===== src/design/assert_macros.svh =====
// Assertion helpers used by the top-level RTL file.
`ifndef ASSERT_MACROS_SVH
`define ASSERT_MACROS_SVH

// Condition must never be true outside reset.
`define ASSERT_NEVER(label, clk, rst_n, cond) \
    label: assert property (@(posedge clk) disable iff (!rst_n) !(cond)) \
        else $error("assertion failed: never");

// Antecedent implies consequent on the next cycle.
`define ASSERT_NEXT(label, clk, rst_n, ante, cons) \
    label: assert property (@(posedge clk) disable iff (!rst_n) (ante) |=> (cons)) \
        else $error("assertion failed: next-cycle implication");

`endif


===== src/design/vsbp_pkg.sv =====
`timescale 1ns / 1ps
// ----------------------------------------------------------------------------
// vsbp_pkg
// Types and constants shared by the bit packer controller and datapath.
// ----------------------------------------------------------------------------
package vsbp_pkg;

    // Command codes carried in tuser
    typedef enum logic [1:0] {
        MODE_RAW   = 2'd0,
        MODE_SCORE = 2'd1,
        MODE_FLUSH = 2'd2,
        MODE_NONE  = 2'd3
    } t_mode;

    localparam int unsigned HELD_W     = 7;
    localparam int unsigned BUF_W      = 15;
    localparam logic [15:0] SIGN_BIT   = 16'h8000;
    localparam logic [15:0] MAG_MASK   = 16'h7FFF;
    localparam logic [3:0]  RAW_MAX    = 4'd8;
    localparam logic [3:0]  GROUP_BITS = 4'd5;

    // Controller to datapath
    typedef struct packed {
        logic load;   // capture input transfer
        logic step;   // append one chunk of bits
        logic fin;    // release pending byte as last
    } t_cmd;

    // Datapath to controller
    typedef struct packed {
        logic done;        // current step is the final one of this item
        logic pend_valid;  // a byte waits in the pending register
        logic out_free;    // output register can take a byte this cycle
    } t_status;

endpackage


===== src/design/vsbp_ctrl.sv =====
`timescale 1ns / 1ps
// ----------------------------------------------------------------------------
// vsbp_ctrl
// Sequencer: accepts one item, steps the datapath, then releases the last byte if one is pending.
// ----------------------------------------------------------------------------
module vsbp_ctrl
    import vsbp_pkg::*;
(
    input  logic    i_clk,
    input  logic    i_rst_n,
    input  logic    i_s_tvalid,
    output logic    o_s_tready,
    input  t_status i_status,
    output t_cmd    o_cmd
);

    typedef enum logic [2:0] {
        ST_IDLE = 3'b001,
        ST_STEP = 3'b010,
        ST_FIN  = 3'b100
    } t_state;

    t_state r_state, n_state;
    logic   w_can_step;

    // Stepping may push the pending byte out, so it waits for room
    assign w_can_step = !i_status.pend_valid || i_status.out_free;

    always_comb begin
        n_state    = r_state;
        o_cmd      = '0;
        o_s_tready = 1'b0;
        case (r_state)
            ST_IDLE: begin
                o_s_tready = 1'b1;
                if (i_s_tvalid) begin
                    o_cmd.load = 1'b1;
                    n_state    = ST_STEP;
                end
            end
            ST_STEP: begin
                if (w_can_step) begin
                    o_cmd.step = 1'b1;
                    if (i_status.done) n_state = ST_FIN;
                end
            end
            ST_FIN: begin
                if (!i_status.pend_valid) begin
                    n_state = ST_IDLE;
                end else if (i_status.out_free) begin
                    o_cmd.fin = 1'b1;
                    n_state   = ST_IDLE;
                end
            end
            default: n_state = ST_IDLE;
        endcase
    end

    always_ff @(posedge i_clk) begin
        if (!i_rst_n) r_state <= ST_IDLE;
        else          r_state <= n_state;
    end

endmodule


===== src/design/vsbp_datapath.sv =====
`timescale 1ns / 1ps
// ----------------------------------------------------------------------------
// vsbp_datapath
// Bit buffer, score mapper, pending byte and output register.
// ----------------------------------------------------------------------------
module vsbp_datapath
    import vsbp_pkg::*;
(
    input  logic        i_clk,
    input  logic        i_rst_n,
    input  t_cmd        i_cmd,
    input  logic [1:0]  i_mode,
    input  logic [7:0]  i_bits_value,
    input  logic [3:0]  i_bit_count,
    input  logic [15:0] i_prev_score,
    input  logic [15:0] i_cur_score,
    input  logic        i_m_tready,
    output t_status     o_status,
    output logic        o_m_tvalid,
    output logic [7:0]  o_m_tdata,
    output logic        o_m_tlast
);

    t_mode              r_mode;
    logic [7:0]         r_val;
    logic [3:0]         r_cnt;
    logic [15:0]        r_u;
    logic [HELD_W-1:0]  r_held, n_held;
    logic [2:0]         r_hc, n_hc;
    logic [7:0]         r_pend_byte;
    logic               r_pend_valid;
    logic [7:0]         r_out_byte;
    logic               r_out_last;
    logic               r_out_valid;

    logic [15:0]        w_sum, w_fold, w_rest;
    logic [3:0]         w_n, w_total;
    logic [7:0]         w_val, w_mask, w_byte;
    logic [BUF_W-1:0]   w_buf;
    logic               w_emit, w_done, w_out_free;

    // Score sum, sign fold, and the score code shifted right by one 4-bit group
    assign w_sum  = i_prev_score + i_cur_score;
    assign w_fold = ((w_sum & SIGN_BIT) != 16'd0) ? (w_sum ^ MAG_MASK) : w_sum;
    assign w_rest = {4'd0, r_u[15:4]};

    // Select the chunk appended by this step
    always_comb begin
        w_n    = 4'd0;
        w_val  = 8'd0;
        w_done = 1'b1;
        case (r_mode)
            MODE_RAW: begin
                w_n = (r_cnt > RAW_MAX) ? RAW_MAX : r_cnt;
            end
            MODE_SCORE: begin
                w_n    = GROUP_BITS;
                w_val  = {3'd0, (w_rest != 16'd0), r_u[3:0]};
                w_done = (w_rest == 16'd0);
            end
            default: begin
                w_n = 4'd0;
            end
        endcase
        w_mask = 8'hFF >> (RAW_MAX - w_n);
        if (r_mode == MODE_RAW) w_val = r_val & w_mask;
    end

    // Append and extract the oldest byte; flush left-aligns the held bits
    always_comb begin
        w_total = {1'b0, r_hc} + w_n;
        w_buf   = ({8'd0, r_held} << w_n) | {7'd0, w_val};
        w_emit  = 1'b0;
        w_byte  = 8'd0;
        n_hc    = w_total[2:0];
        n_held  = HELD_W'(w_buf) & HELD_W'((8'd1 << w_total[2:0]) - 8'd1);
        if (w_total >= RAW_MAX) begin
            w_emit = 1'b1;
            w_byte = 8'(w_buf >> (w_total - RAW_MAX));
        end
        if (r_mode == MODE_FLUSH) begin
            w_emit = (r_hc != 3'd0);
            w_byte = 8'({1'b0, r_held} << (RAW_MAX - {1'b0, r_hc}));
            n_hc   = 3'd0;
            n_held = '0;
        end
    end

    assign w_out_free = !r_out_valid || i_m_tready;

    assign o_status.done       = w_done;
    assign o_status.pend_valid = r_pend_valid;
    assign o_status.out_free   = w_out_free;

    // Item capture and bit buffer
    always_ff @(posedge i_clk) begin
        if (!i_rst_n) begin
            r_held <= '0;
            r_hc   <= '0;
        end else if (i_cmd.step) begin
            r_held <= n_held;
            r_hc   <= n_hc;
        end
        if (i_cmd.load) begin
            r_mode <= t_mode'(i_mode);
            r_val  <= i_bits_value;
            r_cnt  <= i_bit_count;
            r_u    <= {w_fold[14:0], w_fold[15]};
        end else if (i_cmd.step) begin
            r_u <= w_rest;
        end
    end

    // Pending byte: held back until it is known whether it ends the item
    always_ff @(posedge i_clk) begin
        if (!i_rst_n) begin
            r_pend_valid <= 1'b0;
        end else if (i_cmd.step && w_emit) begin
            r_pend_valid <= 1'b1;
        end else if (i_cmd.fin) begin
            r_pend_valid <= 1'b0;
        end
        if (i_cmd.step && w_emit) r_pend_byte <= w_byte;
    end

    // Output register
    always_ff @(posedge i_clk) begin
        if (!i_rst_n) begin
            r_out_valid <= 1'b0;
        end else if ((i_cmd.step && w_emit && r_pend_valid) || (i_cmd.fin && r_pend_valid)) begin
            r_out_valid <= 1'b1;
        end else if (i_m_tready) begin
            r_out_valid <= 1'b0;
        end
        if ((i_cmd.step && w_emit && r_pend_valid) || (i_cmd.fin && r_pend_valid)) begin
            r_out_byte <= r_pend_byte;
            r_out_last <= i_cmd.fin;
        end
    end

    assign o_m_tvalid = r_out_valid;
    assign o_m_tdata  = r_out_byte;
    assign o_m_tlast  = r_out_last;

endmodule


===== src/design/varlen_score_bit_packer.sv =====
`timescale 1ns / 1ps
// ----------------------------------------------------------------------------
// varlen_score_bit_packer
// MSB-first bit packer with a 4-bit-group varint coder for score deltas.
// ----------------------------------------------------------------------------
// Usage:
//   Slave channel carries one command per transfer: tuser selects raw bits,
//   score delta or flush; tdata carries the operands. Master channel emits
//   packed bytes, earliest bit in bit 7, with tlast on the final byte that
//   a command produces (commands that produce no byte emit nothing).
// Sequence:
//   A command is taken, then steps the bit buffer once per chunk: one
//   step for raw and flush, one step per 5-bit group (1 to 4) for a
//   score, then the final byte is released if one is pending. The
//   sequencer runs this step loop over the single shared bit buffer;
//   tready is high only between items.
// Stall:
//   Bytes pass through a pending register and an output register; while
//   the receiver holds tready low the sequencer pauses before a step that
//   would overwrite a waiting byte. Nothing is lost or repeated.
// Reset:
//   Synchronous, active low; empties the bit buffer and drops tvalid.
// ----------------------------------------------------------------------------
`include "assert_macros.svh"

module varlen_score_bit_packer
    import vsbp_pkg::*;
(
    input  logic        i_clk,
    input  logic        i_rst_n,
    input  logic        i_s_tvalid,
    output logic        o_s_tready,
    // [7:0] bits_value, [11:8] bit_count, [27:12] prev_score,
    // [43:28] cur_score, [47:44] zero
    input  logic [47:0] i_s_tdata,
    // [1:0] mode
    input  logic [1:0]  i_s_tuser,
    output logic        o_m_tvalid,
    input  logic        i_m_tready,
    // [7:0] out_byte
    output logic [7:0]  o_m_tdata,
    output logic        o_m_tlast
);

    t_cmd    w_cmd;
    t_status w_status;

    vsbp_ctrl u_ctrl (
        .i_clk      (i_clk),
        .i_rst_n    (i_rst_n),
        .i_s_tvalid (i_s_tvalid),
        .o_s_tready (o_s_tready),
        .i_status   (w_status),
        .o_cmd      (w_cmd)
    );

    vsbp_datapath u_datapath (
        .i_clk        (i_clk),
        .i_rst_n      (i_rst_n),
        .i_cmd        (w_cmd),
        .i_mode       (i_s_tuser),
        .i_bits_value (i_s_tdata[7:0]),
        .i_bit_count  (i_s_tdata[11:8]),
        .i_prev_score (i_s_tdata[27:12]),
        .i_cur_score  (i_s_tdata[43:28]),
        .i_m_tready   (i_m_tready),
        .o_status     (w_status),
        .o_m_tvalid   (o_m_tvalid),
        .o_m_tdata    (o_m_tdata),
        .o_m_tlast    (o_m_tlast)
    );

    // Between items no byte may be left pending
    `ASSERT_NEVER(a_idle_no_pend, i_clk, i_rst_n, o_s_tready && w_status.pend_valid)
    // A step must not overwrite a byte the output cannot take
    `ASSERT_NEVER(a_no_overwrite, i_clk, i_rst_n,
        w_cmd.step && w_status.pend_valid && !w_status.out_free)
    // An accepted item keeps the input closed on the next cycle
    `ASSERT_NEXT(a_busy_after_accept, i_clk, i_rst_n, i_s_tvalid && o_s_tready, !o_s_tready)

endmodule


===== config.mk =====
export PLATFORM = sky130hd
export DESIGN_NAME = varlen_score_bit_packer
export DESIGN_NICKNAME = d
export VERILOG_FILES = /design/src/design/vsbp_pkg.sv /design/src/design/vsbp_ctrl.sv /design/src/design/vsbp_datapath.sv /design/src/design/varlen_score_bit_packer.sv
export VERILOG_INCLUDE_DIRS = /design/src /design/src/design
export SDC_FILE = /design/constraint.sdc
export NUM_CORES = 1
export LEC_CHECK = 0
export ABC_AREA = 1
export BUFFER_PORTS_ARGS = -buffer_cell sky130_fd_sc_hd__buf_2
export CORE_MARGIN = 2
export CORE_UTILIZATION = 64
export DETAILED_ROUTE_END_ITERATION = 7
export PLACE_DENSITY = 0.87
export SLEW_MARGIN = 20
export SYNTH_ARGS = -nofsm -noshare
export SYNTH_HDL_FRONTEND = slang
export SYNTH_SLANG_ARGS = --single-unit

===== constraint.sdc =====
create_clock -name i_clk -period 10 [get_ports i_clk]
set_clock_uncertainty 0.15 [all_clocks]
set_input_delay 2 -clock i_clk [delete_from_list [all_inputs] [get_ports i_clk]]
set_output_delay 2 -clock i_clk [all_outputs]
set_load 0.02 [all_outputs]

Yosys cells after proc, flatten, opt, wreduce, memory -nomap -nowiden
Index checks and enable logic that the tools add are counted.
{"block": "op_classes", "multipliers": 0, "magnitude_cmp": 2, "n_eq_ne": 9, "reduce_logical": 16, "mux": 32, "addsub": 6, "div": 0, "shift": 5, "bitwise_logic": 4}
{"cell": "$mux 16", "n": 3}
{"cell": "$mux 8", "n": 3}
{"cell": "$mux 3", "n": 6}
{"cell": "$add 16x16->16", "n": 1}
{"cell": "$logic_not 16->1", "n": 1}
{"cell": "$reduce_bool 16->1", "n": 1}
{"cell": "$mux 1", "n": 15}
{"cell": "$not 15->15", "n": 1}
{"cell": "$or 15x8->15", "n": 1}
{"cell": "$shl 7x4->15", "n": 1}
{"cell": "$shr 15x4->8", "n": 1}
{"cell": "$pmux 3 s3", "n": 1}
{"cell": "$and 8x8->8", "n": 1}
{"cell": "$pmux 4 s2", "n": 1}
{"cell": "$shl 7x4->8", "n": 1}
{"cell": "$shr 8x4->8 const A", "n": 1}
{"cell": "$and 7x7->7", "n": 1}
{"cell": "$mux 7", "n": 1}
{"cell": "$shl 1x3->7 const A", "n": 1}
{"cell": "$sub 7x1->7 const B", "n": 1}
{"cell": "$reduce_bool 2->1", "n": 3}
{"cell": "$mux 5", "n": 1}
{"cell": "$add 3x4->4", "n": 1}
{"cell": "$ge 4x4->1 const B", "n": 1}
{"cell": "19 further kinds", "n": 25}
{"block": "word_totals", "mem_count": 0, "rom_bits": 0, "latch_bits": 0, "out_inout_bits": 11, "ram_bits": 0, "in_bits": 54, "word_cells": 86, "regBits": 62}

Longest topological paths before layout
{"block": "depth", "ltp_word": 11, "ltp_mapped": 19, "depth_no_buf": 18}

By module
From an unflattened synthesis, not the netlist that was laid out.
{"block": "unflattened", "hier_cells": 691, "area_unflattened_um2": 5028.6}
{"mod": "vsbp_datapath", "seq_area_each_um2": 1651.6, "area_per_inst_um2": 4819.6, "cells_per_inst": 659, "n_inst": 1}
{"mod": "vsbp_ctrl", "seq_area_each_um2": 60.1, "area_per_inst_um2": 209.0, "cells_per_inst": 32, "n_inst": 1}

Least setup slack after synthesis
Ideal clock, no wire load.
{"block": "synth_path", "path_type": "in2reg", "from": "input port i_s_tdata[12]", "to": "register u_datapath.r_u[13], data pin", "cell_stages": 12, "setup_slack_ps": 6025, "path_buffers": 0, "arrival_time_ps": 3572, "cell_sequence": "ha_1 > fa_1 > nand3_1 > nand2_1 > nand2_1 > nand2_1 > a21boi_0 > o21ai_0 > xnor2_1 > nand2_1 > nand2_1 > nor2_1"}
{"block": "synth_between", "elab_chain_cells": 4}
{"element": "start, declared", "line_no": "varlen_score_bit_packer.sv:35", "source": "input logic [47:0] i_s_tdata,"}
{"element": "$add 16x16->16 *", "line_no": "vsbp_datapath.sv:43", "source": "assign w_sum = i_prev_score + i_cur_score;"}
{"element": "$not 15->15 (no line)"}
{"element": "$mux 16 *", "line_no": "vsbp_datapath.sv:44", "source": "assign w_fold = ((w_sum & SIGN_BIT) != 16'd0) ? (w_sum ^ MAG_MASK) : w_sum;"}
{"element": "$mux 16 *", "line_no": "vsbp_datapath.sv:104", "source": "if (i_cmd.load) begin"}
{"element": "end signal, assigned", "line_no": "vsbp_datapath.sv:108", "source": "r_u <= {w_fold[14:0], w_fold[15]};"}
{"element": "end signal, assigned", "line_no": "vsbp_datapath.sv:110", "source": "r_u <= w_rest;"}
{"element": "end, declared", "line_no": "vsbp_datapath.sv:27", "source": "logic [15:0] r_u;"}
Every way passes the cells marked *; elsewhere a longest branch is shown, timed or not.
A chain may end at the register's enable or synchronous reset.

Worst setup path after layout
{"block": "layout_path", "from": "input port i_s_tdata[14]", "to": "register u_datapath.r_u[3], data pin"}
The elaborated chain is that of the path after synthesis.

==> results.md <==
- The area of the mapped netlist is 4950 um2.
- The detailed router finished its first iteration with 405 violations.
- The antenna diode count is 0.
- The first detailed-routing pass took 5 iterations.
- The via density per instance is 5.81.
- Setup repair after global routing left no endpoint under its margin.
- The floorplan step set the die height to 91.9 um.
- The residual overflow from global routing is 0.
- The run finished with clean final reports.
- The die footprint is 8450 um2.
- The post-layout net count is 825.
- In this run the count of I/O pins placed on the die edge is 65.
- The cell with the largest stage delay on the worst path is ha_1.
- The number of clock buffers added by TritonCTS is 9.
- The net load switching power is 418 uW.
- The total of warnings raised by yosys is 0.
- The number of violations of the max-capacitance limit is 0.
- The data arrival time of the critical path is 4.00 ns.
- The portion of synthesized cell area occupied by the leading cell type is 28.5%.
- The number of synthesized register bits is 62.
- The number of nets with antenna violations after detailed routing is 0.
- Once the clock tree was built, the resizer swapped 0 gates to a different size.
- The final period demand of the worst path is 4.06 ns.
- The clock tree synthesis step divided the H-tree into 3 levels.
- In this run the worst hold path is classified as reg2reg.
- The most area-hungry cell type in the Yosys netlist is edfxtp_1.
- The utilization after layout is 72.7%.
- Clock-pin slew was measured on the worst setup and hold paths at 0.08 ns.
- Summing over every cut layer, the via total after detailed routing is 4948.
- The type of element capturing the critical path is a flip-flop.
- The number of buffers inserted for hold repair after clock tree synthesis is 0.
- The proportion of synthesized flip-flops having asynchronous set or reset is 0%.
- The post-CTS setup-driven buffer insertion count is 0.
- The design draws 1040 uW.
- The CTS tree is done.
- Counting cells, the worst reg-to-reg path comes to 15.
- Entering global routing, the biggest net connects 31 pins.
- The initial antenna violation count is 0.
- Clock latency on the worst-skew pair, taken at its later pin, is 0.34 ns.
- The adder-cell share of the synthesized area is 7.13%.
- The endpoint of the worst hold path is u_datapath.o_m_tdata[6].
- The setup path with the least slack is of type in2reg.
- Adding up every negative setup slack in the final design gives 0 ns.
- The endpoint identified for the worst register-to-register timing path is u_datapath.r_held[6].
- The number of cells on the worst hold path is 0.
- The number of global-route vias before repair came to 4434.
- IR analysis of the VDD net gives a maximum drop of 0.107 mV.
- The critical hold path startpoint is u_datapath.r_pend_byte[6].
- In the synthesized netlist, the number of instances is 689.
- In this design, the stage delay of the slowest critical-path cell is 0.34 ns.
- In this run the deepest clock path goes through 2 buffers.
- The mux cell area share after synthesis is 0%.
- The synthesized netlist devotes 9.53% of its cell area to compound gates.
- The total of buffers placed on input and output ports is 60.
- The final routed wire length divided by cell count is 15.0 um.
- The total core area is 7610 um2.
- The post-synthesis simple-gate area fraction is 39.1%.
- Of the total power, the share spent switching nets is 40.3%.
- The final layout contains routed wiring with a total length of 12800 um.
- The clock net in this run drives a total of 62 sinks.
- The all-layer global routing usage is 30.9%.
- The share of the Yosys chip area taken by registers is 34.6%.
- The leakage power summed over all cells is 0.00258 uW.
- The worst pin sits at a relative slew slack of 36.7%.
- In this run the power density over the cells is 188 nW/um2.
- The sort of element at the start of the critical path is an input pin.
- The transition time at the pin with the least slew margin is 0.949 ns.
- The final number of max-transition violations was 0.
- The dominant combinational cell family by area after synthesis is simple AND/OR/NAND/NOR gates.
- Compared with the post-synthesis result, the final layout area differs by 11.7%.
- Per report_power, the clock group accounts for 26.1% of the total.
- The cell-internal power is 620 uW.
- The number of placement rows is 32.
- The critical register-to-register path startpoint is u_datapath.r_mode[1].
- Registers are responsible for 34.6% of the overall power.
- The synthesized area divided by synthesized cell count is 7.18 um2.
- Once the floorplan was initialized, standard cells occupied 65.0% of the core.
- The highest achievable clock rate is 246 MHz.
- The top flip-flop cell by instance count after synthesis is edfxtp_1.
- At the end of routability-driven placement, the weighted congestion stood at 0.943.
- Of all nets on the critical path, the largest fanout is 12.
- CTS placed an instance of clkbuf_8 at the clock tree root.
- The XOR/XNOR share of the synthesized area is 2.30%.
- Cells with a size suffix above 1 make up 15.8% of the layout.
- The most repeated library cell on the critical path is nand2_1.
- At the worst endpoint, the required time is 9.94 ns.
- Of the available clock period, the critical path in the final layout requires 40.6%.
- The setup slack on the worst flop-to-flop path is 6.03 ns.
- The wire length of the first global-routing pass is 20700 um.
- The distinct cell type count after synthesis is 45.
- The share of total power dissipated in combinational logic is 39.2%.
- The post-synth net total is 770.
- Counting the fill cells in the layout gives 642.
- By area the synthesized netlist is led by edfxtp_1 (29%), nand2_1 (16%), nand3_1 (10%).
- Summed over all nets, the half-perimeter wirelength after detailed placement is 10000 um.
- The number of setup violations in the final report is 0.
- After detailed routing, the number of remaining DRC violations is 0.
- The synthesized design contains 47 enable-type register cells.
- The horizontal extent of the die is 91.9 um.
- Traced cell by cell, the critical path runs through buf_2 -> ha_1 -> a21oi_1 -> nand2_1 -> a21oi_1 -> o21ai_2 -> nand3_1 -> nand3_1 -> nand2_1 -> nand2_1 -> nand2_1 -> o21ai_0.
- The hold violation count in the final report is 0.
flip-flops by register name, summed over array words and instances (netlist names), 3 cells and up:
name / count
u_datapath.o_m_tdata: 8
u_datapath.r_hc: 3
u_datapath.r_val: 8
u_datapath.r_held: 7
u_datapath.r_u: 16
u_datapath.r_cnt: 4
u_ctrl.r_state: 3
u_datapath.r_pend_byte: 8
stage by stage:
step	hold WS, ns	std cells	setup WS [ns]	instance area [um2]
3_3_place_gp	0.250	835	5.63	5280
6_report	0.276	851	5.94	5530
4_1_cts	0.276	851	5.97	5530
2_1_floorplan	0.250	689	6.02	4950
3_5_place_dp	0.259	835	5.60	5280
5_1_grt	0.278	851	5.72	5530
power groups by stage:
stage	sequential, uW	clock [uW]	combinational, uW
finish	360	271	407
global route	363	282	459
CTS	360	272	402
detailed placement	365	0	399
global placement	363	0	387
floorplan	355	0	318
final cells by class:
| class | instances | area [um2] | area share, % |
|---|---|---|---|
| repair buffers | 60 | 300 | 5.43 |
| multi-input cells | 539 | 2870 | 51.9 |
| flip-flops and latches | 62 | 1710 | 31.0 |
| well taps | 102 | 128 | 2.31 |
| inverters | 72 | 270 | 4.89 |
| clock inverters | 6 | 97.6 | 1.77 |
| clock buffers | 10 | 149 | 2.69 |
worst max path at each step:
stage,startpoint,to,slack [ns],cells past startpoint
global route,i_s_tdata[14],u_datapath.r_u[3],5.72,12
floorplan,i_s_tdata[12],u_datapath.r_u[13],6.02,12
finish,i_s_tdata[14],u_datapath.r_u[3],5.94,12
detailed placement,i_s_tdata[14],u_datapath.r_u[3],5.60,12
global placement,i_s_tdata[14],u_datapath.r_u[3],5.63,12
CTS,i_s_tdata[14],u_datapath.r_u[3],5.97,12
cells in the mapped netlist, drive strengths merged, types with 2 or more instances:
| cell | number |
|---|---|
| a32oi | 3 |
| inv | 72 |
| or2 | 2 |
| nor3 | 4 |
| fa | 2 |
| edfxtp | 47 |
| a21oi | 36 |
| o2111ai | 2 |
| nand2 | 222 |
| ha | 25 |
| a31oi | 3 |
| o21ai | 33 |
| nor2 | 60 |
| buf | 10 |
| nand4 | 8 |
| nand3b | 2 |
| xnor2 | 4 |
| xor2 | 9 |
| nor4 | 2 |
| dfxtp | 15 |
| nand3 | 114 |
| clkbuf | 6 |
worst max-delay path, delay by kind of cell:
kind | cells | cell delay, ns
and+or+nand+nor | 6 | 0.89
AOI/OAI and AO/OA | 4 | 0.66
adders and majority gates | 1 | 0.34
buffers and inverters | 1 | 0.10
per-layer routing:
metal / routed length, um / track usage [%] / vias up
met1: 5230 / 37.4 / 2259
met4: 432 / 11.3 / 0
li1: - / - / 2431
met5: 0 / 0 / -
met2: 6270 / 54.4 / 224
met3: 843 / 6.16 / 34
cell families after synthesis:
kind of cell | after synthesis
adder cells (fa/ha/maj) | 27
AO/OA/AOI/OAI | 83
XOR/XNOR | 13
AND/OR/NAND/NOR | 416
flip-flops | 62
buffers and inverters | 88
layout by cell type (no fill, tap or decap), types with 2 or more instances in the layout:
cell type  instances
nand2_4            5
nand2_2            5
nor3_1             4
o21ai_2            2
a21oi_1           35
nor2_1            53
ha_1              25
nor4_1             2
nand3b_1           2
nor2_4             3
nand3_2           14
o21ai_0           28
nand2_1          212
xor2_1             9
nand4_1            7
clkbuf_8           9
dfxtp_1           15
nand3_1           99
inv_6              2
fa_1               2
a32oi_1            3
edfxtp_1          47
bufinv_16          2
o2111ai_1          2
inv_2              5
o21ai_1            3
xnor2_1            4
inv_1             67
buf_2             60
a31oi_1            3
nor2_2             4
(Power assumes the default switching activity.)
